===== config.mk =====
export PLATFORM = sky130hd
export DESIGN_NAME = kodt_front
export DESIGN_NICKNAME = d
export VERILOG_FILES = /design/src/rtl/core/kodt_pkg.sv /design/src/rtl/core/kodt_front.sv
export SDC_FILE = /design/constraint.sdc
export NUM_CORES = 1
export LEC_CHECK = 0
export ABC_AREA = 1
export BUFFER_PORTS_ARGS = -buffer_cell sky130_fd_sc_hd__buf_4
export CORE_UTILIZATION = 63
export DETAILED_ROUTE_END_ITERATION = 10
export PLACE_DENSITY = 0.93
export SYNTH_ARGS = -nofsm -noshare
export SYNTH_HDL_FRONTEND = slang
export SYNTH_SLANG_ARGS = --single-unit
export TNS_END_PERCENT = 5

===== constraint.sdc =====
create_clock -name clk -period 14.9 [get_ports clk]
set_input_delay 0.745 -clock clk [delete_from_list [all_inputs] [get_ports clk]]
set_output_delay 0.745 -clock clk [all_outputs]
set_load 0.1 [all_outputs]

===== src/rtl/core/kodt_pkg.sv =====
// Shared types and constants for the key owner directory.
`timescale 1ns / 1ps

package kodt_pkg;

    // Field widths of one request and one result.
    localparam int KEY_W  = 32;
    localparam int RANK_W = 16;
    localparam int PROC_W = 8;
    localparam int SIZE_W = 32;
    localparam int NODE_W = 17;

    // Stream payload widths; the data widths are padded to whole bytes.
    localparam int IN_DATA_W  = 88;
    localparam int OUT_DATA_W = 64;
    localparam int OUT_USER_W = 2;

    // Request queue between the front and the back.
    localparam int QDEPTH = 4;
    localparam int QPTR_W = $clog2(QDEPTH);
    localparam int QCNT_W = QPTR_W + 1;

    // Reset value of the node count register.
    localparam logic [NODE_W-1:0] NODE_COUNT_RESET = 17'd1;

    // Request kinds.
    typedef enum logic {
        OP_SET    = 1'b0,
        OP_LOOKUP = 1'b1
    } op_t;

    // Configuration register index.
    typedef enum logic {
        REG_NODE_COUNT = 1'b0
    } reg_idx_t;

    // One request as it travels through the block.
    typedef struct packed {
        op_t               op;
        logic [KEY_W-1:0]  key;
        logic [RANK_W-1:0] rank;
        logic [PROC_W-1:0] proc;
        logic [SIZE_W-1:0] size;
    } req_t;

    // One way of a bucket row in the table memory.
    typedef struct packed {
        logic              valid;
        logic [KEY_W-1:0]  key;
        logic [RANK_W-1:0] rank;
        logic [PROC_W-1:0] proc;
        logic [SIZE_W-1:0] size;
    } way_t;

    // One result.
    typedef struct packed {
        logic              found;
        logic [NODE_W-1:0] rank;
        logic [PROC_W-1:0] proc;
        logic [SIZE_W-1:0] size;
        logic              full;
    } res_t;

    // Back-end sequencer states.
    typedef enum logic [1:0] {
        ST_CLEAR,
        ST_IDLE,
        ST_RESOLVE
    } back_state_t;

endpackage


===== src/rtl/core/kodt_front.sv =====
// Front end: accepts requests, computes the bucket index and queues them.
`timescale 1ns / 1ps

module kodt_front #(
    parameter int BUCKETS = 1024,
    localparam int BKT_W = $clog2(BUCKETS > 1 ? BUCKETS : 2)
) (
    input  logic               clk,
    input  logic               rst_n,
    input  logic               in_valid,
    output logic               in_ready,
    input  kodt_pkg::req_t     in_req,
    output logic               q_valid,
    input  logic               q_pop,
    output kodt_pkg::req_t     q_req,
    output logic [BKT_W-1:0]   q_bucket
);

    import kodt_pkg::*;

    // Exact reciprocal for key / BUCKETS over all 32-bit keys.
    localparam int SHIFT = 32 + $clog2(BUCKETS);
    localparam logic [32:0] RECIP = 33'(((64'd1 << SHIFT) / 64'(BUCKETS)) + 64'd1);

    logic              accept;
    logic [64:0]       prod_in;

    logic              s1_valid_reg;
    req_t              s1_req_reg;
    logic [64:0]       s1_prod_reg;

    logic [31:0]       quot;
    logic [31:0]       rem;

    logic              s2_valid_reg;
    req_t              s2_req_reg;
    logic [BKT_W-1:0]  s2_bkt_reg;

    req_t              fifo_req [QDEPTH];
    logic [BKT_W-1:0]  fifo_bkt [QDEPTH];
    logic [QPTR_W-1:0] wr_ptr_reg, wr_ptr_next;
    logic [QPTR_W-1:0] rd_ptr_reg, rd_ptr_next;
    logic [QCNT_W-1:0] count_reg, count_next;
    logic [QCNT_W:0]   occupancy;
    logic              push;

    // Credit check: the queue has room for everything still in flight.
    assign occupancy = (QCNT_W+1)'(count_reg) + (QCNT_W+1)'(s1_valid_reg)
                     + (QCNT_W+1)'(s2_valid_reg);
    assign in_ready  = occupancy < (QCNT_W+1)'(QDEPTH);
    assign accept    = in_valid && in_ready;

    // Stage 1: multiply the key by the reciprocal.
    assign prod_in = 65'(in_req.key) * 65'(RECIP);

    always_ff @(posedge clk or negedge rst_n)
    begin
        if (!rst_n)
        begin
            s1_valid_reg <= 1'b0;
            s2_valid_reg <= 1'b0;
        end
        else
        begin
            s1_valid_reg <= accept;
            s2_valid_reg <= s1_valid_reg;
        end
    end

    always_ff @(posedge clk)
    begin
        if (accept)
        begin
            s1_req_reg  <= in_req;
            s1_prod_reg <= prod_in;
        end
    end

    // Stage 2: remainder from the quotient gives the bucket.
    assign quot = 32'(s1_prod_reg >> SHIFT);
    assign rem  = s1_req_reg.key - 32'(quot * 32'(BUCKETS));

    always_ff @(posedge clk)
    begin
        if (s1_valid_reg)
        begin
            s2_req_reg <= s1_req_reg;
            s2_bkt_reg <= rem[BKT_W-1:0];
        end
    end

    // Request queue.
    assign push        = s2_valid_reg;
    assign wr_ptr_next = push ? wr_ptr_reg + 1'b1 : wr_ptr_reg;
    assign rd_ptr_next = q_pop ? rd_ptr_reg + 1'b1 : rd_ptr_reg;
    assign count_next  = count_reg + QCNT_W'(push) - QCNT_W'(q_pop);

    always_ff @(posedge clk or negedge rst_n)
    begin
        if (!rst_n)
        begin
            wr_ptr_reg <= '0;
            rd_ptr_reg <= '0;
            count_reg  <= '0;
        end
        else
        begin
            wr_ptr_reg <= wr_ptr_next;
            rd_ptr_reg <= rd_ptr_next;
            count_reg  <= count_next;
        end
    end

    always_ff @(posedge clk)
    begin
        if (push)
        begin
            fifo_req[wr_ptr_reg] <= s2_req_reg;
            fifo_bkt[wr_ptr_reg] <= s2_bkt_reg;
        end
    end

    assign q_valid  = count_reg != '0;
    assign q_req    = fifo_req[rd_ptr_reg];
    assign q_bucket = fifo_bkt[rd_ptr_reg];

endmodule


==> metrics.cfg, run 1 <==
[synth]
synthCells=1104
syn_area_um2=19120
syn_area_per_cell_um2=17.32
synth_seq_area_share_pct=85.06
ys_types=21
ys_ff_latch=543
yosys_warnings=0
syn-num-nets=1206

[worst_setup_path]
cp-startpoint=rd_ptr_reg[0]
reg2reg_to=fifo_req[1][21]
path_common_cell=buf_4
endpoint_kind=primary output
crit_family=buffers and inverters
critPathLaunchType=flop
setup.worst_path.class=reg2out
crit_required_ps=14160
reg2reg_slack_ps=12450
cp_max_fo=98
arrival_ps=3760
rr_worst_depth=5
r2r-start=wr_ptr_reg[1]
worst_path_largest_cell_delay_ps=850
crit_buf_inv=3
path_cells=inv_6 > buf_4 > o21ai_0 > o22ai_1 > buf_4
cpMaxStageDelayCell=buf_4

[final_layout]
seq_area_um2=16270
nFillCells=1613
num-nets-final=1394
largest_register_ffs=320
area_growth_pct=16.45
layout-drive-gt1-share_pct=21.40
stdcell_count=1718
final_common_cell=edfxtp_1
final_util_pct=74.91
final_cell_mix=edfxtp_1 (534), buf_4 (204), nor2_1 (178)
multi_input_area_um2=2354

[timing]
drv_slew=0
clock_skew_ps=13.52
whs_ps=365.0
max_clock_freq_ghz=0.2222
period_share_pct=30.21
relSlewSlack_pct=29.35
tightest_slew_ps=1060
period_minus_slack_ps=4501
setup_violations=0
finalSetupTns_ps=0
hold_viol_final=0
rsz0062_at_grt=no

[place]
dp_hpwl_mm=19.87
place.gp.congestion=0.7376
io_buffers=193
dpl.cell_count=1629

[clock_tree]
cts_tree=built
cts-root-buf=clkbuf_16
clkTransAtPathRegs_ps=60
numCtsBuffers=50
cts_buffer_depth=3
cts_resized=0
htreeDepth=2
cts_sinks=543
clkLatencyLatePin_ps=550

[route]
drt_iter0_markers=926
postRouteWirelength_mm=36.94
ant_nets=0
vias=10210
drc=0
vias_per_cell=5.945
wl_per_cell_um=21.50
dr.pass1.iters=5

[min_path]
worstHoldPathCells=1
hold-path-endpoint=s1_req_reg[36]
hold_start=in_req[36]
min_path_type=in2reg

[grt]
use_met1_pct=29.04
use_met2_pct=41.49
grt_pass1_wl_mm=54.59
grt_overflow_total=0
grt_usage_pct=23.71
grt_util_met3_pct=4.134
grt_max_degree=101
grt_pass1_vias=10360
grt_antenna_before_repair=2
grt.busiest_layer=met2

[flow_run]
maxCapViolations=0

[floorplan]
die_w_um=176.2
row_count=63
initial_core_util_pct=64.33
io_pins=194
die_h_um=176.2
dieArea_um2=31040
core_um2=29720

[run_status]
outcome=complete, no violations

cell usage after synthesis:
library cell / n / area, um2
edfxtp_1: 534 / 16040
nor2_1: 178 / 668.1
o21ai_0: 144 / 720.7
o22ai_1: 89 / 556.8
o21ai_1: 35 / 175.2
clkbuf_1: 29 / 108.9
buf_4: 15 / 112.6
inv_1: 15 / 56.30
buf_6: 14 / 157.7
nand2_1: 12 / 45.04
buf_2: 10 / 50.05
dfrtp_1: 9 / 225.2
ha_1: 8 / 100.1
xor2_1: 4 / 35.03
nand3_1: 2 / 10.01
a21oi_1: 1 / 5.000
buf_8: 1 / 15.01
clkinv_2: 1 / 5.000
fa_1: 1 / 20.02
inv_6: 1 / 8.760
or2_2: 1 / 6.260
worst register-to-register path, delay by kind of cell, from the launching register on:
kind / cells / cell delay (ps)
and+or+nand+nor: 1 / 100
buffers and inverters: 3 / 1340
adders and majority gates: 1 / 180
DFF: 1 / 410
per-layer routing:
metal / routed length (um) / vias to the layer above / share of wire [%]
met5: 13 / - / 0.035
li1: - / 4565 / -
met1: 13830 / 5084 / 37
met2: 19160 / 463 / 52
met3: 2651 / 100 / 7.2
met4: 1295 / 2 / 3.5
timing repair:
item / in CTS / in global routing
hold buffers: 1 / 0
hold endpoints to repair: 9 / 0
buffers inserted: 0 / 0
cell families (layout without fill, tap and decap cells):
| logic type | count (synthesis) | in the layout | synth area share [%] |
|---|---|---|---|
| flip-flops | 543 | 543 | 85.06 |
| AO/OA/AOI/OAI | 269 | 269 | 7.625 |
| AND/OR/NAND/NOR | 193 | 193 | 3.816 |
| buffers and inverters | 86 | 309 | 2.690 |
| adder cells (fa/ha/maj) | 9 | 9 | 0.6283 |
| XOR/XNOR | 4 | 4 | 0.1832 |
| other | 0 | 1 | 0 |
worst max-delay path by stage:
stage | cells past startpoint | slack (ps) | endpoint
6_report | 5 | 10400 | q_req[9]
2_1_floorplan | 4 | 7430 | s1_valid_reg
3_3_place_gp | 5 | 11170 | q_req[60]
3_5_place_dp | 5 | 11040 | q_req[24]
4_1_cts | 5 | 10440 | q_req[9]
5_1_grt | 5 | 10190 | q_req[9]
final cells by class:
class | instances | area share, %
diodes | 1 | 0.01124
clock buffers | 55 | 5.800
clock inverters | 32 | 1.062
inverters | 17 | 0.3597
multi-input cells | 475 | 10.57
flip-flops and latches | 543 | 73.08
well taps | 390 | 2.192
repair buffers | 205 | 6.924
stage by stage:
stage | cell area [um2] | setup WS [ps]
after global placement | 20720 | 11170
after floorplan | 19120 | 7429
after global routing | 22260 | 10190
final | 22260 | 10400
after CTS | 22260 | 10440
after detailed placement | 20720 | 11040
Power of run 1 is left out: the tool's default activity adds up to more than one toggle a clock period on the data nets, which glitch-free logic cannot reach.
==> run 2, diff against run 1 <==
- CORE_UTILIZATION: 63 -> 52
- PLACE_DENSITY: 0.93 -> 0.83
- clock period: 14.9 -> 4 ns (I/O delays scaled with it)
==> run 2 against run 1 <==
Effect of this change:
- count of clock-buffer cells in the layout grew 11
- critical endpoint is now q_bucket[5]
- highest routed layer unchanged
- worst hold slack lost 340 ps
- cell count grew 10%
- critical path depth is the same
- sequential cell count is the same
- core utilization shrank 9.5 points
- routed wire length grew 1.6%
- cell area grew 5.5%
- die area grew 21%
- first-iteration DRC count shrank 29%
==> metrics.cfg, run 2 (synthesis gave the netlist of run 1 again) <==
[clock_tree]
cts_tree=built
cts-root-buf=clkbuf_16
clkLatencyLatePin_ps=570
numCtsBuffers=51
htreeDepth=2
cts_buffer_depth=3
cts_sinks=543
clkTransAtPathRegs_ps=60

[timing]
max_clock_freq_ghz=0.3342
drv_slew=0
period_share_pct=74.82
hold_viol_final=0
tightest_slew_ps=1165
period_minus_slack_ps=2993
clock_skew_ps=14.66
setup_violations=0
relSlewSlack_pct=22.36
rsz0062_at_grt=no
finalSetupTns_ps=0

[grt]
grt_antenna_before_repair=2
grt_pass1_vias=10810
grt_pass1_wl_mm=58.04
grt_usage_pct=20.33
grt_max_degree=181
grt_overflow_total=0

[place]
place.gp.congestion=0.7202
dp_hpwl_mm=19.57
io_buffers=193

[final_layout]
area_growth_pct=22.91
largest_register_ffs=320
final_cell_mix=edfxtp_1 (534), buf_4 (203), nor2_1 (178)
final_common_cell=edfxtp_1
layout-drive-gt1-share_pct=20.29
num-nets-final=1492

[route]
postRouteWirelength_mm=37.53
drt_iter0_markers=653
dr.pass1.iters=5
vias_per_cell=5.462
wl_per_cell_um=19.85
ant_nets=0
vias=10330
drc=0

[floorplan]
core_um2=35910
io_pins=194
die_h_um=193.7
die_w_um=193.7
dieArea_um2=37540
row_count=69
initial_core_util_pct=53.23

[worst_setup_path]
cp_max_fo=79
setup.worst_path.class=reg2out
crit_required_ps=3800
arrival_ps=2790
critPathLaunchType=flop
endpoint_kind=primary output

[flow_run]
maxCapViolations=0

[min_path]
min_path_type=in2reg

[run_status]
outcome=complete, no violations

[run 2: changes by cell type in the layout (fill, tap and decap cells not counted), sizes merged]
| cell | previous run | this run |
|---|---|---|
| buf | 204 | 210 |
| bufinv | 3 | 4 |
| clkbuf | 55 | 66 |
| clkinv | 26 | 21 |
| clkinvlp | 3 | 2 |
| dlygate4sd3 | 1 | 92 |
| inv | 17 | 16 |
[run 2: timing repair]
action                                 CTS  global route
gates resized for setup                  0             0
setup buffers                            0             0
hold buffers                            92             0
endpoints found under the hold margin  100             0
[run 2: path summary, 6_finish.rpt]
| kind | slack, ps | to | from | cells after the start |
|---|---|---|---|---|
| setup / recovery | 1010 | q_bucket[5] | rd_ptr_reg[0] | 5 |
| hold / removal | 30 | s1_valid_reg | in_valid | 3 |
| setup reg to reg | 1480 | s1_req_reg[24] | s1_valid_reg | 5 |
| hold reg to reg | 420 | s2_req_reg[50] | s1_req_reg[50] | 0 |
| max in group asynchronous | 3030 | rd_ptr_reg[1] | rst_n | 3 |
| min in group asynchronous | 630 | push | rst_n | 3 |
[run 2: cell type report]
| type | count | area [um2] |
|---|---|---|
| sequential | 543 | 16270 |
| multi-input combinational | 475 | 2354 |
| antenna | 1 | 2.502 |
| tap | 461 | 576.8 |
| inverter | 17 | 80.08 |
| clock inverter | 26 | 222.7 |
| clock buffer | 66 | 1405 |
| timing repair buffer | 302 | 2585 |
| fill | 2322 | 12420 |
[run 2: worst max-delay path, cell delays in order (launching register included)]
cell and delay (ps):
dfrtp_4 510, inv_6 430, buf_4 520, o21ai_1 120
o22ai_1 270, buf_4 350
[run 2: per-layer routing]
metal / GRT usage [%] / wire (um)
met5: 0 / 13
met4: 7.970 / 996
met1: 25.18 / 15320
met3: 3.688 / 2211
met2: 35.59 / 18990
[run 2: metrics by stage]
stage	setup WS [ps]	instance area [um2]	cells	hold slack, ps	utilization (%)
floorplan	310.4	19130	1104	-95.59	-
detailed placement	1466	20950	1706	30.75	58.32
CTS	937.4	23500	1890	3.321	65.42
global placement	1457	20950	1706	28.80	58.32
global route	855.2	23500	1890	34.20	65.42
finish	1007	23500	1891	25.24	65.43
Power of run 2 is left out for the same reason.
==> run 3, diff against run 2 <==
- CORE_UTILIZATION: 52 -> 58
- PLACE_DENSITY: 0.83 -> 0.88
- clock period: 4 -> 2.95 ns (I/O delays scaled with it)
==> run 3 against run 2 <==
Effect of this change:
- critical path depth shrank 1
- register-to-register slack lost 650 ps
- non-clock buffer count grew 5
==> metrics.cfg, run 3 (synthesis gave the netlist of run 1 again) <==
[run_status]
outcome=complete, no violations

[final_layout]
seq_area_um2=16270
multi_input_area_um2=2359
final_cell_mix=edfxtp_1 (534), buf_4 (205), nor2_1 (178)
final_common_cell=edfxtp_1
area_growth_pct=22.93
largest_register_ffs=320
num-nets-final=1497
layout-drive-gt1-share_pct=20.57
nFillCells=1824
final_util_pct=72.41

[clock_tree]
numCtsBuffers=51
clkLatencyLatePin_ps=550
cts_sinks=543
cts_resized=0
cts_tree=built
clkTransAtPathRegs_ps=60
cts-root-buf=clkbuf_16
cts_buffer_depth=3
htreeDepth=2

[worst_setup_path]
arrival_ps=2530
cp_max_fo=180
endpoint_kind=primary output
crit_required_ps=2800
critPathLaunchType=flop
setup.worst_path.class=reg2out

[grt]
grt_max_degree=181
grt_overflow_total=0
grt_pass1_vias=10810
use_met1_pct=29.09
grt_usage_pct=23.19
use_met2_pct=40.03
grt_antenna_before_repair=2
grt_util_met3_pct=4.259
grt_pass1_wl_mm=58.45
grt.busiest_layer=met2

[min_path]
min_path_type=in2reg

[route]
drt_iter0_markers=961
wl_per_cell_um=20.68
dr.pass1.iters=5
drc=0
ant_nets=0
vias_per_cell=5.641
vias=10590
postRouteWirelength_mm=38.81

[place]
io_buffers=193
place.gp.congestion=0.7474
dp_hpwl_mm=20.38
dp_slack_ps=826.8

[timing]
whs_ps=228.8
rsz0062_at_grt=no
max_clock_freq_ghz=0.3737
clock_skew_ps=21.36
drv_slew=0
tightest_slew_ps=965.2
setup_violations=0
hold_viol_final=0
finalSetupTns_ps=0
period_minus_slack_ps=2676
relSlewSlack_pct=35.66
worst_slack_ps=273.9
period_share_pct=90.72

[floorplan]
dieArea_um2=33690
io_pins=194
die_w_um=183.6
initial_core_util_pct=58.91
core_um2=32450
row_count=66
die_h_um=183.6

[flow_run]
maxCapViolations=0

## run 3: cell count changes in the layout (fill, tap and decap cells not counted), sizes merged
cell / before / now
buf: 210 / 215
bufinv: 4 / 3
inv: 16 / 17
## run 3: what timing repair did
item | 4_1_cts | 5_1_grt
hold buffers | 92 | 0
setup buffers | 0 | 0
endpoints found under the hold margin | 100 | 0
## run 3: final timing paths
check / startpoint / end / slack (ps) / cells after the start
setup / recovery: rd_ptr_reg[0] / q_req[38] / 270 / 4
min in group asynchronous: rst_n / rd_ptr_reg[1] / 610 / 3
hold reg to reg: s1_req_reg[72] / s2_req_reg[72] / 420 / 0
hold / removal: in_valid / s1_valid_reg / 230 / 4
max in group asynchronous: rst_n / s1_valid_reg / 1990 / 3
setup reg to reg: push / s1_req_reg[46] / 830 / 6
## run 3: layer usage
layer	vias to the layer above	routed length, um
met5	-	11
met4	2	1264
met3	99	2873
met2	496	20140
met1	5207	14520
li1	4785	-
## run 3: critical path: stages, from the launching register on
cell     delay, ps
dfrtp_4        450
buf_12         550
o21ai_0        200
o22ai_1        320
buf_4          360
## run 3: final cells by class
| class | instances | share of cell area [%] |
|---|---|---|
| inverter | 17 | 0.3407 |
| clock inverter | 26 | 0.8518 |
| sequential | 543 | 69.24 |
| timing repair buffer | 307 | 11.32 |
| tap | 442 | 2.353 |
| antenna | 1 | 0.01065 |
| clock buffer | 66 | 5.851 |
| multi-input combinational | 475 | 10.04 |
## run 3: stage by stage
step	std cells	instance area, um2
2_1_floorplan	1104	19130
3_3_place_gp	1692	21000
3_5_place_dp	1692	21000
4_1_cts	1876	23500
5_1_grt	1876	23500
6_report	1877	23500
Power of run 3 is left out for the same reason.
